[src/rtl/core/pcms_pkg.sv]
`default_nettype none
package pcms_pkg;

  localparam int NUM_STRIPS = 512;
  localparam int GROUP_SIZE = 32;
  localparam int STRIP_W    = 9;
  localparam int POS_W      = 5;
  localparam int VALUE_W    = 12;
  localparam int SIG_W      = 13;
  localparam int CORR_W     = 14;
  localparam int RANK_W     = 5;
  localparam int CNT_W      = 6;

  localparam logic [RANK_W-1:0] RANK_RESET = 5'd14;

  // command codes carried in tuser
  localparam logic CMD_LOAD   = 1'b0;
  localparam logic CMD_SAMPLE = 1'b1;

  // one pedestal-subtracted sample on its way to the back end
  typedef struct packed {
    logic [STRIP_W-1:0]      strip;
    logic signed [SIG_W-1:0] signal;
  } q_entry_t;

endpackage
`default_nettype wire

[src/rtl/core/pcms_ram.sv]
`default_nettype none
module pcms_ram #(
  parameter int WIDTH = 8,
  parameter int DEPTH = 32,
  localparam int AW = $clog2(DEPTH)
) (
  input  wire logic             clk,
  input  wire logic             we,
  input  wire logic [AW-1:0]    waddr,
  input  wire logic [WIDTH-1:0] wdata,
  input  wire logic             re,
  input  wire logic [AW-1:0]    raddr,
  output logic      [WIDTH-1:0] rdata
);

  logic [WIDTH-1:0] mem [DEPTH];

  // write port and registered read port
  always_ff @(posedge clk) begin
    if (we) begin
      mem[waddr] <= wdata;
    end
    if (re) begin
      rdata <= mem[raddr];
    end
  end

endmodule
`default_nettype wire

[src/rtl/core/pcms_back.sv]
`default_nettype none
module pcms_back (
  input  wire logic                          clk,
  input  wire logic                          rst_n,
  input  wire logic [pcms_pkg::RANK_W-1:0]   rank,
  input  wire logic                          q_valid,
  output logic                               q_pop,
  input  pcms_pkg::q_entry_t                 q_data,
  output logic                               out_tvalid,
  input  wire logic                          out_tready,
  output logic [55:0]                        out_tdata,
  output logic                               out_tlast
);

  typedef enum logic [2:0] {
    ST_POP, ST_CAND, ST_CWAIT, ST_SWEEP, ST_CHECK, ST_EMIT, ST_EWAIT
  } state_t;

  state_t                                state_r;
  logic [pcms_pkg::POS_W-1:0]            i_r;
  logic [pcms_pkg::CNT_W-1:0]            cnt_r;
  logic                                  cmp_v_r;
  logic [pcms_pkg::CNT_W-1:0]            below_r;
  logic [pcms_pkg::CNT_W-1:0]            upto_r;
  logic signed [pcms_pkg::SIG_W-1:0]     v_r;
  logic signed [pcms_pkg::SIG_W-1:0]     cm_r;
  logic [pcms_pkg::STRIP_W-1:0]          base_r;
  logic                                  out_v_r;
  logic [pcms_pkg::STRIP_W-1:0]          o_strip_r;
  logic signed [pcms_pkg::SIG_W-1:0]     o_sig_r;
  logic signed [pcms_pkg::CORR_W-1:0]    o_corr_r;
  logic signed [pcms_pkg::SIG_W-1:0]     o_cm_r;
  logic                                  o_last_r;

  logic                                  g_we;
  logic                                  g_re;
  logic [pcms_pkg::POS_W-1:0]            g_raddr;
  logic [pcms_pkg::SIG_W-1:0]            g_rdata;
  logic signed [pcms_pkg::SIG_W-1:0]     rd_s;
  logic [pcms_pkg::CNT_W-1:0]            rank_ext;

  assign rd_s     = $signed(g_rdata);
  assign rank_ext = {1'b0, rank};

  // group signal store, one entry per position
  pcms_ram #(
    .WIDTH(pcms_pkg::SIG_W),
    .DEPTH(pcms_pkg::GROUP_SIZE)
  ) u_grp (
    .clk  (clk),
    .we   (g_we),
    .waddr(q_data.strip[pcms_pkg::POS_W-1:0]),
    .wdata(q_data.signal),
    .re   (g_re),
    .raddr(g_raddr),
    .rdata(g_rdata)
  );

  // memory control per state
  always_comb begin
    q_pop   = 1'b0;
    g_we    = 1'b0;
    g_re    = 1'b0;
    g_raddr = cnt_r[pcms_pkg::POS_W-1:0];
    unique case (state_r)
      ST_POP: begin
        q_pop = q_valid;
        g_we  = q_valid;
      end
      ST_CAND: begin
        g_re    = 1'b1;
        g_raddr = i_r;
      end
      ST_SWEEP: begin
        g_re = cnt_r < pcms_pkg::CNT_W'(pcms_pkg::GROUP_SIZE);
      end
      ST_EMIT: begin
        g_re = 1'b1;
      end
      default: begin
        g_re = 1'b0;
      end
    endcase
  end

  // sequencer: store, rank search, emission
  always_ff @(posedge clk) begin
    if (!rst_n) begin
      state_r <= ST_POP;
      out_v_r <= 1'b0;
      cmp_v_r <= 1'b0;
    end else begin
      // drop the taken result unless a new one is loaded this cycle
      if (out_v_r && out_tready && (state_r != ST_EWAIT)) begin
        out_v_r <= 1'b0;
      end
      unique case (state_r)
        ST_POP: begin
          if (q_valid && (q_data.strip[pcms_pkg::POS_W-1:0] ==
                          pcms_pkg::POS_W'(pcms_pkg::GROUP_SIZE - 1))) begin
            base_r  <= {q_data.strip[pcms_pkg::STRIP_W-1:pcms_pkg::POS_W],
                        pcms_pkg::POS_W'(0)};
            i_r     <= '0;
            state_r <= ST_CAND;
          end
        end
        ST_CAND: begin
          state_r <= ST_CWAIT;
        end
        ST_CWAIT: begin
          v_r     <= rd_s;
          cnt_r   <= '0;
          below_r <= '0;
          upto_r  <= '0;
          cmp_v_r <= 1'b0;
          state_r <= ST_SWEEP;
        end
        ST_SWEEP: begin
          if (cnt_r < pcms_pkg::CNT_W'(pcms_pkg::GROUP_SIZE)) begin
            cnt_r <= cnt_r + pcms_pkg::CNT_W'(1);
          end
          cmp_v_r <= cnt_r < pcms_pkg::CNT_W'(pcms_pkg::GROUP_SIZE);
          if (cmp_v_r) begin
            below_r <= below_r + pcms_pkg::CNT_W'(rd_s < v_r);
            upto_r  <= upto_r + pcms_pkg::CNT_W'(rd_s <= v_r);
          end
          if (cnt_r == pcms_pkg::CNT_W'(pcms_pkg::GROUP_SIZE)) begin
            state_r <= ST_CHECK;
          end
        end
        ST_CHECK: begin
          if ((below_r <= rank_ext && rank_ext < upto_r) ||
              i_r == pcms_pkg::POS_W'(pcms_pkg::GROUP_SIZE - 1)) begin
            cm_r    <= v_r;
            cnt_r   <= '0;
            state_r <= ST_EMIT;
          end else begin
            i_r     <= i_r + pcms_pkg::POS_W'(1);
            state_r <= ST_CAND;
          end
        end
        ST_EMIT: begin
          state_r <= ST_EWAIT;
        end
        ST_EWAIT: begin
          if (!out_v_r || out_tready) begin
            out_v_r   <= 1'b1;
            o_strip_r <= base_r | pcms_pkg::STRIP_W'(cnt_r[pcms_pkg::POS_W-1:0]);
            o_sig_r   <= rd_s;
            o_corr_r  <= $signed({rd_s[pcms_pkg::SIG_W-1], rd_s}) -
                         $signed({cm_r[pcms_pkg::SIG_W-1], cm_r});
            o_cm_r    <= cm_r;
            o_last_r  <= cnt_r == pcms_pkg::CNT_W'(pcms_pkg::GROUP_SIZE - 1);
            if (cnt_r == pcms_pkg::CNT_W'(pcms_pkg::GROUP_SIZE - 1)) begin
              state_r <= ST_POP;
            end else begin
              cnt_r   <= cnt_r + pcms_pkg::CNT_W'(1);
              state_r <= ST_EMIT;
            end
          end
        end
        default: begin
          state_r <= ST_POP;
        end
      endcase
    end
  end

  assign out_tvalid = out_v_r;
  assign out_tlast  = o_last_r;
  assign out_tdata  = {7'd0, o_cm_r, o_corr_r, o_sig_r, o_strip_r};

`ifndef SYNTH
  a_counts_order: assert property (@(posedge clk) disable iff (!rst_n)
    (state_r == ST_CHECK) |-> (below_r <= upto_r))
    else $error("rank counts out of order");
  a_counts_bound: assert property (@(posedge clk) disable iff (!rst_n)
    (state_r == ST_CHECK) |-> (upto_r == pcms_pkg::CNT_W'(pcms_pkg::GROUP_SIZE) ||
                               upto_r < pcms_pkg::CNT_W'(pcms_pkg::GROUP_SIZE)))
    else $error("rank count beyond group size");
  a_last_pos: assert property (@(posedge clk) disable iff (!rst_n)
    (out_v_r && o_last_r) |->
    (o_strip_r[pcms_pkg::POS_W-1:0] == pcms_pkg::POS_W'(pcms_pkg::GROUP_SIZE - 1)))
    else $error("last flag on wrong strip");
`endif

endmodule
`default_nettype wire
[config.mk]
export PLATFORM = sky130hd
export DESIGN_NAME = pcms_back
export DESIGN_NICKNAME = d
export VERILOG_FILES = /design/src/rtl/core/pcms_pkg.sv /design/src/rtl/core/pcms_ram.sv /design/src/rtl/core/pcms_back.sv
export SDC_FILE = /design/constraint.sdc
export NUM_CORES = 1
export LEC_CHECK = 0
export ABC_CLOCK_PERIOD_IN_PS = 5000
export CAP_MARGIN = 20
export CORE_MARGIN = 2
export CORE_UTILIZATION = 49
export CTS_BUF_LIST = sky130_fd_sc_hd__clkbuf_16
export DETAILED_ROUTE_END_ITERATION = 10
export DONT_BUFFER_PORTS = 1
export SKIP_CTS_REPAIR_TIMING = 1
export SLEW_MARGIN = 10
export SYNTH_ARGS = -nofsm -noshare
export SYNTH_HDL_FRONTEND = slang
export SYNTH_SLANG_ARGS = --single-unit
[constraint.sdc]
create_clock -name clk -period 5 [get_ports clk]
set_clock_uncertainty 0.15 [all_clocks]
set_input_delay 1 -clock clk [delete_from_list [all_inputs] [get_ports clk]]
set_output_delay 1 -clock clk [all_outputs]
set_load 0.02 [all_outputs]
==> results_dict.tcl <==
set metrics [dict create \
    viasPerCell 5.80 \
    io_buffers 0 \
    placed_cells 1931 \
    cp_cell_sequence "nor3b_4 > mux2i_4 > buf_12 > buf_12 > mux2i_1 > o22ai_1 > nor4_1 > nand2_1" \
    category_of_the_worst_setup_path_launch_point "register" \
    worstHoldPathType "reg -> reg" \
    effective_utilization_at_floorplan_pct 49.5 \
    most-common-layout-cells "edfxtp_1 (532), mux2i_1 (211), o22ai_1 (104), nor2_1 (64), clkbuf_16 (58)" \
    syn_to_final_growth_pct 12.3 \
    critical_path.reg2reg.startpoint "state_r[0]" \
    die_y_um 215 \
    met3_length_um 3780 \
    flop_and_latch_count_out_of_synthesis 537 \
    multiInputGateArea_um2 5310 \
    run_status "completed" \
    cp-startpoint "state_r[0]" \
    ff2ff_path_depth 8 \
    wl_per_cell_um 25.9 \
    ctsLongestPathBuffers 3 \
    worst-endpoint-required_ps 5170 \
    timing.critical_path.slowest_cell_delay_ps 980 \
    final_hold_viol_count 0 \
    clock_sink_count 537 \
    pwr-share-seq_pct 51.6 \
    fillers 3510 \
    seq_area_frac_synth_pct 73.6 \
    global_route.usage.total_pct 23.0 \
    detail_route.iter0.violations 1091 \
    internal_power_w 0.00764 \
    via_count_of_the_first_global_routing_pass 11634 \
    timing.critical_path.fanout_max 28 \
    worst-path-stages 8 \
    post_synth_main_area_contributors "edfxtp_1 (73%), mux2i_1 (9.7%), o22ai_1 (3.0%)" \
    overflow_left_after_global_routing 0 \
    wirelength_met1_um 22200 \
    dr_total_vias 11837 \
    cts_buffers 56 \
    grt_pass1_wl_um 77500 \
    vdd_drop_max_uv 313 \
    ant_diodes 0 \
    final_cell_count_no_fill 2040 \
    slew_worst_pin_ps 1170 \
    post-route-min-period_ps 4410 \
    setup.worst_path.end_class "register" \
    synth.yosys.warnings 0 \
    route.detailed.drc 0 \
    total_switching_power_w 0.00222 \
    power-per-cell-area_nw_per_um2 402 \
    p_clk_share_pct 40.3 \
    synth.lib_cells_used.distinct 56 \
    slew-limit-headroom_pct 22.1 \
    worst_r2r_endpoint "u_grp.rdata[4]" \
    postSynthAreaPerCell_um2 16.2 \
    layout.cells.most_common "edfxtp_1" \
    path_class "reg -> reg" \
    worst_slack_ps 588 \
    ff_latch_area_um2 16100 \
    setup_tns_ps 0 \
    detail-route-antenna-nets 0 \
    worst-endpoint-arrival_ps 4580 \
    num_rows 77 \
    fin_nets 1475 \
    synth_top_area_share_pct 73.2 \
    die_span_in_x_um 215 \
    fin_worst_hold_slack_ps 270 \
    synth-async-reset-ratio_pct 0 \
    top_signal_layer_used "met4" \
    cts-root-buf "clkbuf_16" \
    post_synth_inst_count 1349 \
    cp_slowest_cell "mux2i_4" \
    r2r_setup_slack_ps 590 \
    crit_path_frequent_cell "buf_12" \
    max_clock_freq_mhz 227 \
    path_delay_family "simple AND/OR/NAND/NOR gates" \
    synth.cell_area_um2 21800 \
    cts.htree.levels 2 \
    setup_repair_after_global_routing_missed_its_margin "false" \
    synth_edf_count 532 \
    io_pins 90 \
    static_leakage_nw 8.73 \
    tritoncts_clock_tree "built" \
    place_hpwl_um 34800 \
    grt_antenna_before_repair 0 \
    core_area_um2 44100 \
    met2_wirelength_um 25100 \
    tritonroute_pass_1_iters 5 \
    drive_gt1_share_pct 10.7 \
    finalWeightedCongestion 0.898 \
    ys.flop_type "edfxtp_1" \
    combinationalPowerShare_pct 8.1 \
    design.die.area_um2 46300 \
    grt_start_max_net_pins 51 \
    worstSetupEndpoint "u_grp.rdata[4]" \
    cts.reportedPaths.clkPinSlew_ps 60 \
    postRouteWirelength_um 52800 \
    portion_of_the_clock_cycle_consumed_by_the_worst_path_in_the_final_layout_pct 88.2 \
    drv_slew 0 \
    clock_latency_ps 600 \
    finalSetupViolations 0 \
    place_ws_ps 577 \
    cap_violations 0 \
    synth_top_cell_by_area "edfxtp_1" \
    timing.critical_path.buf_inv 2 \
    netSwitchingFraction_pct 22.5 \
]
[worst register-to-register path, delay by kind of cell (launching register included)]
family | cells | cell delay [ps]
and+or+nand+nor | 3 | 1500
muxes | 2 | 1230
buffers and inverters | 2 | 580
DFF | 1 | 570
AOI/OAI and AO/OA | 1 | 110
[layer usage]
metal  vias up  GRT usage (%)
met5         -              0
met4         0           8.57
met2       449           37.5
met1      5940           31.1
met3        94           4.29
li1       5354              -
[cells in the mapped netlist, drive strengths merged, types with 4 or more instances]
cell and n:
dfxtp 5, xor2 5, mux2i 213, o21a 5
nor3b 4, and2 5, nor3 7, buf 44
nor2b 19, a21oi 16, nand3b 4, nand2b 5
clkbuf 20, a31oi 7, nand4 4, nor4 31
inv 48, o22ai 104, nand3 15, edfxtp 532
nor2 79, ha 43, o21ai 20, xnor2 17
and3 11, nand2 50
[how the worst min path moves through the flow]
stage,end,startpoint,cells past startpoint,slack [ps]
detailed placement,o_strip_r[6],base_r[6],0,260
CTS,o_strip_r[6],base_r[6],0,270
floorplan,o_strip_r[5],base_r[5],0,250
finish,o_strip_r[6],base_r[6],0,270
global route,o_strip_r[6],base_r[6],0,270
global placement,o_strip_r[5],base_r[5],0,250
[per-stage QoR]
step,instance area (µm²),util (%),total power (W)
3_5_place_dp,22700,51.5,0.00597
3_3_place_gp,22700,51.5,0.00596
5_1_grt,24500,55.6,0.0102
2_1_floorplan,21900,-,0.00571
4_1_cts,24500,55.5,0.00993
6_report,24500,55.6,0.00985
[power groups by stage]
stage                     clock [W]  combinational (W)  sequential (W)
after global placement            0           0.000789         0.00517
after CTS                   0.00405           0.000794         0.00508
after global routing        0.00422           0.000859         0.00509
final                       0.00397           0.000797         0.00508
after floorplan                   0           0.000569         0.00514
after detailed placement          0           0.000791         0.00518
[final cells by class]
| class | instances | area share, % |
|---|---|---|
| repair buffers | 51 | 1.83 |
| clock buffers | 58 | 5.92 |
| flip-flops and latches | 537 | 65.5 |
| multi-input cells | 706 | 21.6 |
| clock inverters | 48 | 1.33 |
| well taps | 592 | 3.02 |
| inverters | 48 | 0.734 |
[sequential cells by signal, summed over array words and instances, names as in the netlist]
name and flops:
cnt_r 6, out_tlast 1, state_r 3, o_corr_r 14
cmp_v_r 1, u_grp.rdata 13, below_r 6, base_r 4
v_r 13, cm_r 13, upto_r 6, o_cm_r 13
u_grp.mem 416, i_r 5, o_sig_r 13, out_tvalid 1
o_strip_r 9
[kinds of logic (layout without fill, tap and decap cells)]
logic type      Yosys count  count (layout)  synth area share [%]
buf+inv                 112             205                  2.45
simple gates            244             244                  5.58
fa+ha+maj                44              44                  2.56
mux                     216             216                  9.94
flops                   537             537                  73.6
compound gates          173             173                  4.96
xor+xnor                 22              22                 0.882
other cells               1               7                0.0172
No activity file was read; power rests on OpenSTA's default activity.
