<file path="src/rtl/core/pcms_pkg.sv">
`default_nettype none
package pcms_pkg;

  localparam int NUM_STRIPS = 512;
  localparam int GROUP_SIZE = 32;
  localparam int STRIP_W    = 9;
  localparam int POS_W      = 5;
  localparam int VALUE_W    = 12;
  localparam int SIG_W      = 13;
  localparam int CORR_W     = 14;
  localparam int RANK_W     = 5;
  localparam int CNT_W      = 6;

  localparam logic [RANK_W-1:0] RANK_RESET = 5'd14;

  // command codes carried in tuser
  localparam logic CMD_LOAD   = 1'b0;
  localparam logic CMD_SAMPLE = 1'b1;

  // one pedestal-subtracted sample on its way to the back end
  typedef struct packed {
    logic [STRIP_W-1:0]      strip;
    logic signed [SIG_W-1:0] signal;
  } q_entry_t;

endpackage
`default_nettype wire

</file>
<file path="src/rtl/core/pcms_queue.sv">
`default_nettype none
module pcms_queue (
  input  wire logic               clk,
  input  wire logic               rst_n,
  input  wire logic               push,
  output logic                    push_ready,
  input  pcms_pkg::q_entry_t      push_data,
  output logic                    pop_valid,
  input  wire logic               pop,
  output pcms_pkg::q_entry_t      pop_data
);

  pcms_pkg::q_entry_t slot_r [2];
  logic       wr_r;
  logic       rd_r;
  logic [1:0] count_r;
  logic [1:0] count_nxt;

  assign push_ready = count_r != 2'd2;
  assign pop_valid  = count_r != 2'd0;
  assign pop_data   = slot_r[rd_r];

  // track fill level
  always_comb begin
    count_nxt = count_r;
    if (push && !pop) begin
      count_nxt = count_r + 2'd1;
    end else if (pop && !push) begin
      count_nxt = count_r - 2'd1;
    end
  end

  always_ff @(posedge clk) begin
    if (!rst_n) begin
      wr_r    <= 1'b0;
      rd_r    <= 1'b0;
      count_r <= 2'd0;
    end else begin
      if (push) begin
        wr_r <= !wr_r;
      end
      if (pop) begin
        rd_r <= !rd_r;
      end
      count_r <= count_nxt;
    end
    if (push) begin
      slot_r[wr_r] <= push_data;
    end
  end

endmodule
`default_nettype wire

</file>
<file path="config.mk">
export PLATFORM = sky130hd
export DESIGN_NAME = pcms_queue
export DESIGN_NICKNAME = d
export VERILOG_FILES = /design/src/rtl/core/pcms_pkg.sv /design/src/rtl/core/pcms_queue.sv
export SDC_FILE = /design/constraint.sdc
export NUM_CORES = 1
export LEC_CHECK = 0
export BUFFER_PORTS_ARGS = -buffer_cell sky130_fd_sc_hd__buf_2
export CAP_MARGIN = 0
export CORE_UTILIZATION = 40
export DETAILED_ROUTE_END_ITERATION = 12
export MAX_ROUTING_LAYER = met4
export PLACE_DENSITY = 0.68
export SKIP_CTS_REPAIR_TIMING = 1
export SYNTH_ARGS = -nofsm -noshare
export SYNTH_HDL_FRONTEND = slang
export SYNTH_SLANG_ARGS = --single-unit
</file>
<file path="constraint.sdc">
create_clock -name clk -period 3.5 [get_ports clk]
set_input_delay 0.7 -clock clk [delete_from_list [all_inputs] [get_ports clk]]
set_output_delay 0.7 -clock clk [all_outputs]
set_load 0.1 [all_outputs]
</file>
==> results.txt, run 1 <==
----------------------------------------------------
[Power]
  Reported net switching power ... 0.4625 mW
  VDD IR-drop max ... 0.0002830 V
  Part of the total power dissipated in the clock network ... 0.310
  Leak ... 0.8678 nW
  P per Cell Area ... ~660 mW/mm2
  Part of the total power dissipated in sequential elements ... 0.462
  Internal power contribution ... slightly above 1 mW
  Gate power share ... 0.228
  Switching part of the total ... 0.3122

[STA]
  Worst relative slew slack ... 0.3129
  Final setup violation count ... 0
  RSZ-0062 raised after global routing ... false
  Total count of hold-check failures in the final report ... 0
  Crit path time final ... roughly 2.4 ns
  Total negative slack for setup checks ... 0 ns
  Achievable Freq ... a little over 400 MHz
  Transition time at the pin with the least slew margin ... approximately 1.0 ns
  Final Max Tran Viols ... 0
  Clock skew after layout ... about 0.0025 ns
  Worst-case setup margin in the final layout ... about 1.1 ns
  Post-route clock period utilization ... 0.6893

[Routing]
  DR pass1 iterations ... 4
  Routed met3 length ... 126 um
  Detailed route wirelength on metal2 ... 1535 um
  Highest routing layer actually used ... met4
  Final ANT Viol Nets ... 0
  DRT Wirelength ... around 3000 um
  Total via count in the routed design ... 933
  DRC violation total after the first TritonRoute iteration ... 45
  Routed wire length per instance ... about 15 um
  Met1 wire length ... roughly 1200 um
  Remaining routing DRC violations ... 0
  Via density per instance ... around 4.7

[Placement]
  Worst-case setup slack after placement ... 1.383 ns
  Final HPWL from detailed placement ... ~2100 um
  Buffers added on ports ... 49
  Final weighted congestion in routability-driven placement ... 0.6882

[Synth]
  Synthesis-stage register bit count ... about 50
  Syn Nets ... between 100 and 150
  Post-Syn Instances ... 90
  Sequential-to-total area share from yosys stat ... 0.7905
  Netlist cell types ... 17
  Netlist area before placement ... 0.001798 mm2
  Count of synthesis-stage warnings from yosys ... 0
  Average instance area after synthesis ... between 15 and 20 um2

[Clock tree]
  Clock H-tree levels ... 2
  CTS Buf Count ... 5
  Worst-Skew Late Latency ... between 0.2 and 0.3 ns
  Buffer type at the clock tree root ... sky130_fd_sc_hd__clkbuf_8
  TritonCTS clock tree ... done
  Reg clk slew, reported paths ... 0.08 ns
  # clock sinks ... a little under 50
  Clock Path Buffers ... 2

[Die]
  Overall die width ... 69.05 um
  Number of primary I/O pins ... 50
  Num rows ... 24
  Core region area ... roughly 0.0043 mm2
  Die ar. ... 0.004767 mm2
  Chip Height ... around 69 um
  Initial Util ... 0.4158

[Final layout]
  Most common library cell in the layout ignoring fill and taps ... sky130_fd_sc_hd__buf_2
  Final net count ... 173
  Fraction of layout instances using a drive strength above 1 ... 0.4218
  Antenna Cells ... 0
  Commonest non-fill, non-tap cells in the layout ... sky130_fd_sc_hd__buf_2 (49), sky130_fd_sc_hd__edfxtp_1 (44), sky130_fd_sc_hd__mux2_1 (20)
  Core utilization of the finished layout ... 0.5203
  Area added between synthesis and finish ... 25.12%

[Critical path]
  Worst endpoint data arrival time ... 1.71 ns
  Crit path max fanout ... 17
  Reg-to-Reg Start ... wr_r
  Data required time at the worst endpoint ... approximately 2.8 ns
  Kind of end point of the critical path ... output pin
  Critical Setup Path Class ... reg2out
  Startpoint class of the critical path ... flop

[Run status]
  Outcome ... finished clean

[Global routing]
  Vias in the first global route ... 1057
  First-pass GRT wire length ... between 4000 and 5000 um
  Remaining global-route overflow ... 0
  Largest net degree at the start of global routing ... 23
  Initial antenna violation count ... 0
  Overall fraction of global-route tracks in use ... 0.1393

[Run]
  Max_cap viols ... 0

[Min path]
  Hold WC Path Type ... reg2reg
  Origin of the worst min-delay path ... count_r[1]

----------------------------------------------------
power groups by stage:
stage	logic (mW)	clock network, mW	registers (mW)
2_1_floorplan	0.284	0	0.694
3_3_place_gp	0.336	0	0.697
3_5_place_dp	0.340	0	0.699
4_1_cts	0.341	0.467	0.686
5_1_grt	0.351	0.490	0.689
6_report	0.337	0.459	0.685
critical path, cell delays in order, from the launching register on:
cell	delay, ns
sky130_fd_sc_hd__dfxtp_1	0.45
sky130_fd_sc_hd__buf_4	0.30
sky130_fd_sc_hd__mux2_2	0.37
sky130_fd_sc_hd__buf_2	0.29
per-layer routing:
layer	up-vias	GRT usage
li1	452	-
met1	450	0.1629
met2	27	0.2276
met3	4	0.03509
met4	0	0.06122
met5	-	-
area by class of cell:
| cell class | count | area (um2) |
|---|---|---|
| clock inverter | 3 | 65.06 |
| multi-input combinational | 38 | 365.4 |
| tap | 52 | 65.06 |
| inverter | 1 | 3.754 |
| timing repair buffer | 51 | 260.3 |
| sequential | 49 | 1421 |
| fill | 386 | 2074 |
| clock buffer | 5 | 68.82 |
flip-flops by register name, indices dropped and copies added (netlist names), named ones only:
signal   cells
slot_r      44
wr_r         1
rd_r         1
count_r      2
through the flow:
stage	cells	instance area (um2)	total power, mW	hold slack (ns)
6_report	199	2250	1.482	0.5127
4_1_cts	199	2250	1.493	0.5187
3_3_place_gp	191	2116	1.032	0.4779
3_5_place_dp	191	2116	1.039	0.5060
2_1_floorplan	90	1798	0.9786	0.4655
5_1_grt	199	2250	1.530	0.5359
Yosys cell counts:
cell type	n	share of area
sky130_fd_sc_hd__o21ai_0	1	0.0028
sky130_fd_sc_hd__a21boi_1	1	0.0042
sky130_fd_sc_hd__edfxtp_1	44	0.73
sky130_fd_sc_hd__and2_1	4	0.014
sky130_fd_sc_hd__nor2b_1	2	0.0070
sky130_fd_sc_hd__xor2_1	2	0.0097
sky130_fd_sc_hd__or3_1	1	0.0035
sky130_fd_sc_hd__o21a_1	1	0.0042
sky130_fd_sc_hd__or2_1	1	0.0035
sky130_fd_sc_hd__inv_1	1	0.0021
sky130_fd_sc_hd__nand2b_1	1	0.0035
sky130_fd_sc_hd__mux2_2	2	0.013
sky130_fd_sc_hd__buf_2	2	0.0056
sky130_fd_sc_hd__dfxtp_1	5	0.056
sky130_fd_sc_hd__mux2_1	20	0.13
sky130_fd_sc_hd__ha_1	1	0.0070
sky130_fd_sc_hd__xnor2_1	1	0.0049
kinds of logic after synthesis:
family                     count (synthesis)  synth area share
DFF                                       49            0.7905
muxes                                     22            0.1378
and+or+nand+nor                            9           0.03132
AOI/OAI and AO/OA                          3           0.01113
xor gates and xnor gates                   3           0.01462
buffers and inverters                      3          0.007653
adders and majority gates                  1          0.006958
path summary, 6_finish.rpt:
kind	end	slack [ns]	cells past startpoint
worst min-delay path	count_r[1]	0.51	2
worst min register to register	count_r[1]	0.51	2
worst max register to register	slot_r[1][13]	1.94	1
worst max-delay path	pop_data[13]	1.09	3
Note: power is estimated with default switching activity, not from simulation.
==> run 2: changes to the inputs <==
==> constraint.sdc (replaced) <==
create_clock -name clk -period 2.25 [get_ports clk]
set_input_delay 0.45 -clock clk [delete_from_list [all_inputs] [get_ports clk]]
set_output_delay 0.45 -clock clk [all_outputs]
set_load 0.1 [all_outputs]
==> results.txt, run 2 (synthesis gave the netlist of run 1 again) <==
----------------------------------------------------
[Critical path]
  Crit path max fanout ... 11 (-6)
  Critical Setup Path Class ... reg2out
  Highest-delay cell along the critical path ... sky130_fd_sc_hd__dfxtp_1
  Startpoint class of the critical path ... flop
  Worst endpoint data arrival time ... 1.47 ns (-0.24 ns)
  Data required time at the worst endpoint ... 1.80 ns (-1.00 ns)
  Cells along the critical path ... buf_4 -> mux2_1 -> buf_2
  Number of stages on the worst setup path ... 3 (unchanged)
  Path depth of the worst reg2reg path ... 3 (+2)
  Worst Path Buf+Inv ... 2 (unchanged)
  Reg-to-Reg Start ... count_r[0]
  Category of cells accounting for the largest share of critical-path delay ... buffers and inverters
  Terminus of the critical flop-to-flop path ... count_r[1]
  Kind of end point of the critical path ... output pin
  Critical path endpoint ... pop_data[0]
  Worst setup slack for register-to-register paths ... 1.18 ns (-0.76 ns)
  Delay contributed by the slowest stage of the critical path ... 0.34 ns (-0.11 ns)

[Final layout]
  Finished layout cell area ... 0.002421 mm2 (+7.6%)
  Biggest registers after layout ... slot_r (44), count_r (2)
  Fraction of layout instances using a drive strength above 1 ... 0.4305 (+0.008695)
  Register ranked first by flip-flop count ... slot_r
  Most common library cell in the layout ignoring fill and taps ... sky130_fd_sc_hd__edfxtp_1
  Area added between synthesis and finish ... 34.66%
  Flip-flop count of the largest register after layout ... 44 (unchanged)
  Final net count ... 177 (+2.3%)
  Antenna Cells ... 0 (unchanged)
  Commonest non-fill, non-tap cells in the layout ... sky130_fd_sc_hd__edfxtp_1 (44), sky130_fd_sc_hd__buf_2 (38), sky130_fd_sc_hd__mux2_1 (20)

[Die]
  Die ar. ... 0.004767 mm2 (unchanged)
  Num rows ... 24 (unchanged)
  Initial Util ... 0.4158 (unchanged)
  Core region area ... 0.004324 mm2 (unchanged)
  Overall die width ... 69.05 um (unchanged)
  Chip Height ... 69.05 um (unchanged)
  Number of primary I/O pins ... 50 (unchanged)

[Clock tree]
  Reg clk slew, reported paths ... 0.08 ns (about the same)
  Clock H-tree levels ... 2 (unchanged)
  # clock sinks ... 49 (unchanged)
  CTS Buf Count ... 5 (unchanged)
  Clock Path Buffers ... 2 (unchanged)
  Worst-Skew Late Latency ... 0.29 ns (about the same)
  Buffer type at the clock tree root ... sky130_fd_sc_hd__clkbuf_8
  TritonCTS clock tree ... done

[STA]
  Total negative slack for setup checks ... 0 ns (unchanged)
  RSZ-0062 raised after global routing ... false
  Total count of hold-check failures in the final report ... 0 (unchanged)
  Clock skew after layout ... 0.003848 ns (+0.001326 ns)
  Transition time at the pin with the least slew margin ... 0.4906 ns (-0.5400 ns)
  Final setup violation count ... 0 (unchanged)
  Final Max Tran Viols ... 0 (unchanged)
  Worst relative slew slack ... 0.6752 (+0.3623)
  Crit path time final ... between 1.5 and 2 ns
  Achievable Freq ... between 500 and 600 MHz
  Post-route clock period utilization ... 0.8515

[Power]
  Leak ... 0.9322 nW (+7.4%)
  P per Cell Area ... 932.9 mW/mm2 (+42%)
  Part of the total power dissipated in sequential elements ... 0.471 (+0.009)
  Reported net switching power ... 0.7195 mW (+56%)
  Internal power contribution ... 1.539 mW (+51%)
  Gate power share ... 0.270 (+0.042)
  Switching part of the total ... 0.3185 (+0.006366)
  VDD IR-drop max ... 0.0006049 V (+110%)
  Total power consumption of the routed design ... 2.259 mW (+52%)
  Part of the total power dissipated in the clock network ... 0.260 (-0.050)

[Global routing]
  Vias in the first global route ... 1033 (-2.3%)
  Largest net degree at the start of global routing ... 16 (-30%)
  Remaining global-route overflow ... 0 (unchanged)
  First-pass GRT wire length ... 4457 um (-11%)
  Overall fraction of global-route tracks in use ... 0.1290 (-0.01031)
  Initial antenna violation count ... 0 (unchanged)

[Routing]
  Remaining routing DRC violations ... 0 (unchanged)
  DR pass1 iterations ... 4 (unchanged)
  Final ANT Viol Nets ... 0 (unchanged)
  Total via count in the routed design ... 961 (+3.0%)
  Routed wire length per instance ... 13.90 um (-5.6%)
  DRC violation total after the first TritonRoute iteration ... 12 (-73%)
  DRT Wirelength ... 2821 um (-3.8%)
  Via density per instance ... 4.734 (+0.97%)

[Run]
  Max_cap viols ... 0 (unchanged)

[Min path]
  Hold WC Path Type ... in2reg

[Placement]
  Post-detailed-placement cell area ... 0.002311 mm2 (+9.2%)
  Final weighted congestion in routability-driven placement ... 0.6685 (-2.9%)
  Buffers added on ports ... 49 (unchanged)
  Final HPWL from detailed placement ... 2079 um (-1.4%)

[Run status]
  Outcome ... finished clean

----------------------------------------------------
run 2: cell type report:
type | count | area (um2)
multi-input combinational | 38 | 365.4
clock buffer | 5 | 68.82
timing repair buffer | 55 | 455.4
clock inverter | 3 | 41.29
tap | 52 | 65.06
fill | 357 | 1903
sequential | 49 | 1421
inverter | 1 | 3.754
run 2: power groups by stage:
stage	Combinational (mW)	Sequential [mW]	Clock, mW
finish	0.610	1.06	0.586
global placement	0.607	1.08	0
floorplan	0.443	1.08	0
CTS	0.615	1.06	0.604
detailed placement	0.614	1.08	0
global route	0.630	1.07	0.633
run 2: layer usage:
layer,up-vias,routed length [um],share of wire,global-route usage
li1,461,-,-,-
met3,9,159,0.056,0.04094
met2,36,1516,0.54,0.2222
met1,455,1061,0.38,0.1248
met5,-,0,0,-
met4,0,83,0.029,0.07937
run 2: worst reg2reg max path, delay by kind of cell (launching register included):
kind	cells	cell delay, ns
xor+xnor	1	0.18
compound gates	1	0.15
simple gates	1	0.32
flops	1	0.36
run 2: how the worst min path moves through the flow:
| stage | startpoint | end | slack (ns) | cells past startpoint |
|---|---|---|---|---|
| 2_1_floorplan | count_r[1] | count_r[1] | 0.47 | 2 |
| 3_3_place_gp | count_r[1] | count_r[1] | 0.48 | 2 |
| 3_5_place_dp | count_r[1] | count_r[1] | 0.51 | 2 |
| 4_1_cts | push_data[15] | slot_r[1][15] | 0.33 | 1 |
| 5_1_grt | push_data[15] | slot_r[0][15] | 0.33 | 1 |
| 6_report | push_data[15] | slot_r[1][15] | 0.34 | 1 |
run 2: stage by stage:
step | hold slack [ns] | std cells | utilization | worst slack, ns
floorplan | 0.4655 | 90 | - | 0.3439
global placement | 0.4766 | 195 | 0.5344 | 0.6577
detailed placement | 0.5083 | 195 | 0.5344 | 0.6356
CTS | 0.3307 | 203 | 0.5599 | 0.3026
global route | 0.3296 | 203 | 0.5599 | 0.2515
finish | 0.3394 | 203 | 0.5599 | 0.3341
==> run 3: changes to the inputs <==
--- a/config.mk
+++ b/config.mk
@@ -9,7 +9,6 @@
 export CAP_MARGIN = 0
 export CORE_UTILIZATION = 40
 export DETAILED_ROUTE_END_ITERATION = 12
-export MAX_ROUTING_LAYER = met4
 export PLACE_DENSITY = 0.68
 export SKIP_CTS_REPAIR_TIMING = 1
 export SYNTH_ARGS = -nofsm -noshare
==> results.txt, run 3 (synthesis gave the netlist of run 1 again) <==
----------------------------------------------------
[Critical path]
  Crit path max fanout ... 11 (unchanged)
  Reg-to-Reg Start ... count_r[0]
  Path depth of the worst reg2reg path ... 3 (unchanged)
  Terminus of the critical flop-to-flop path ... count_r[1]
  Critical Setup Path Class ... reg2out
  Data required time at the worst endpoint ... 1.80 ns (about the same)
  Kind of end point of the critical path ... output pin
  Worst endpoint data arrival time ... 1.46 ns (about the same)
  Worst setup slack for register-to-register paths ... 1.18 ns (about the same)
  Startpoint class of the critical path ... flop

[Final layout]
  Biggest registers after layout ... slot_r (44), count_r (2)
  Area added between synthesis and finish ... 34.66% (unchanged)
  Final net count ... 177 (unchanged)
  Fraction of layout instances using a drive strength above 1 ... 0.4305 (unchanged)
  Antenna Cells ... 0 (unchanged)
  Most common library cell in the layout ignoring fill and taps ... sky130_fd_sc_hd__edfxtp_1
  Finished layout cell area ... 0.002421 mm2 (unchanged)
  Commonest non-fill, non-tap cells in the layout ... sky130_fd_sc_hd__edfxtp_1 (44), sky130_fd_sc_hd__buf_2 (38), sky130_fd_sc_hd__mux2_1 (20)
  Flip-flop count of the largest register after layout ... 44 (unchanged)
  Register ranked first by flip-flop count ... slot_r

[Global routing]
  Largest net degree at the start of global routing ... 16 (unchanged)
  Remaining global-route overflow ... 0 (unchanged)
  Met2 Usage GRT ... 0.2222 (unchanged)
  Met1 GRT Util ... 0.1218 (-0.002970)
  First-pass GRT wire length ... 4464 um (+0.16%)
  Vias in the first global route ... 1037 (+0.39%)
  Overall fraction of global-route tracks in use ... 0.1253 (-0.003683)
  Global routing's busiest layer ... met2
  Initial antenna violation count ... 0 (unchanged)
  Fraction of met3 tracks used by global routing ... 0.04532 (+0.004386)

[Placement]
  Post-detailed-placement cell area ... 0.002311 mm2 (unchanged)
  Final HPWL from detailed placement ... 2079 um (unchanged)
  Buffers added on ports ... 49 (unchanged)
  Final weighted congestion in routability-driven placement ... 0.6623 (-0.93%)
  Worst-case setup slack after placement ... 0.6356 ns (unchanged)

[Clock tree]
  Buffer type at the clock tree root ... sky130_fd_sc_hd__clkbuf_8
  Worst-Skew Late Latency ... 0.29 ns (about the same)
  Clock H-tree levels ... 2 (unchanged)
  # clock sinks ... 49 (unchanged)
  TritonCTS clock tree ... done
  CTS Buf Count ... 5 (unchanged)
  Clock Path Buffers ... 2 (unchanged)
  Reg clk slew, reported paths ... 0.08 ns (about the same)

[Power]
  VDD IR-drop max ... 0.0006049 V (about the same)
  Part of the total power dissipated in the clock network ... 0.259 (about the same)
  Switching part of the total ... 0.3182 (about the same)
  P per Cell Area ... 932.5 mW/mm2 (about the same)
  Part of the total power dissipated in sequential elements ... 0.471 (about the same)
  Gate power share ... 0.270 (about the same)
  Leak ... 0.9322 nW (unchanged)
  Total power consumption of the routed design ... 2.258 mW (about the same)
  Internal power contribution ... 1.539 mW (about the same)
  Reported net switching power ... 0.7184 mW (-0.14%)

[Run status]
  Outcome ... finished clean

[STA]
  Achievable Freq ... 522.3 MHz (about the same)
  Worst relative slew slack ... 0.6755 (about the same)
  RSZ-0062 raised after global routing ... false
  Final Max Tran Viols ... 0 (unchanged)
  Clock skew after layout ... 0.004692 ns (+0.0008440 ns)
  Total count of hold-check failures in the final report ... 0 (unchanged)
  Total negative slack for setup checks ... 0 ns (unchanged)
  Post-route clock period utilization ... 0.8509 (about the same)
  Transition time at the pin with the least slew margin ... 0.4902 ns (-0.0004256 ns)
  Worst-case setup margin in the final layout ... 0.3354 ns (+0.001256 ns)
  Crit path time final ... 1.915 ns (-0.001256 ns)
  Final setup violation count ... 0 (unchanged)

[Routing]
  DR pass1 iterations ... 2 (-2)
  Final ANT Viol Nets ... 0 (unchanged)
  Remaining routing DRC violations ... 0 (unchanged)
  DRT Wirelength ... 2824 um (+0.11%)
  Total via count in the routed design ... 959 (-0.21%)
  Via density per instance ... 4.724 (-0.21%)
  Routed wire length per instance ... 13.91 um (+0.11%)
  DRC violation total after the first TritonRoute iteration ... 12 (unchanged)

[Die]
  Chip Height ... 69.05 um (unchanged)
  Core region area ... 0.004324 mm2 (unchanged)
  Die ar. ... 0.004767 mm2 (unchanged)
  Overall die width ... 69.05 um (unchanged)
  Number of primary I/O pins ... 50 (unchanged)
  Initial Util ... 0.4158 (unchanged)
  Num rows ... 24 (unchanged)

[Min path]
  WHS Endpoint ... slot_r[1][13]
  Cell depth of the worst hold path ... 1 (unchanged)
  Origin of the worst min-delay path ... push_data[13]
  Hold WC Path Type ... in2reg

[Run]
  Max_cap viols ... 0 (unchanged)

----------------------------------------------------
## run 3: cell counts in the layout (fill, tap and decap cells not counted)
No cell type changed its count.
## run 3: worst max path at each step
stage	from	to	slack (ns)
6_report	flop	pop_data[0]	0.34
4_1_cts	flop	pop_data[0]	0.30
3_5_place_dp	flop	pop_data[18]	0.64
5_1_grt	flop	pop_data[17]	0.25
2_1_floorplan	push	slot_r[0][0]	0.34
3_3_place_gp	flop	pop_data[0]	0.66
## run 3: layer usage
layer / part of all wire / routed length, um / vias to the layer above
met1: 0.37 / 1034 / 459
met2: 0.54 / 1539 / 32
li1: - / - / 459
met4: 0.028 / 78 / 0
met5: 0 / 0 / -
met3: 0.061 / 171 / 9
## run 3: critical path, stage by stage, from the launching register on
cell	delay, ns
sky130_fd_sc_hd__dfxtp_1	0.34
sky130_fd_sc_hd__buf_4	0.20
sky130_fd_sc_hd__mux2_1	0.34
sky130_fd_sc_hd__buf_2	0.29
## run 3: final cells by class
type / instances / area, um2
sequential: 49 / 1421
timing repair buffer: 55 / 455.4
multi-input combinational: 38 / 365.4
fill: 357 / 1903
clock buffer: 5 / 68.82
tap: 52 / 65.06
clock inverter: 3 / 41.29
inverter: 1 / 3.754
## run 3: power by group through the flow
stage / sequential [mW] / clock (mW) / combinational [mW]
floorplan: 1.08 / 0 / 0.443
global placement: 1.08 / 0 / 0.607
detailed placement: 1.08 / 0 / 0.614
CTS: 1.06 / 0.604 / 0.615
global route: 1.07 / 0.633 / 0.630
finish: 1.06 / 0.585 / 0.610
## run 3: through the flow
step | hold WS [ns] | std cells | util
final | 0.3408 | 203 | 0.5599
after global routing | 0.3294 | 203 | 0.5599
after CTS | 0.3307 | 203 | 0.5599
after detailed placement | 0.5083 | 195 | 0.5344
after global placement | 0.4766 | 195 | 0.5344
after floorplan | 0.4655 | 90 | -
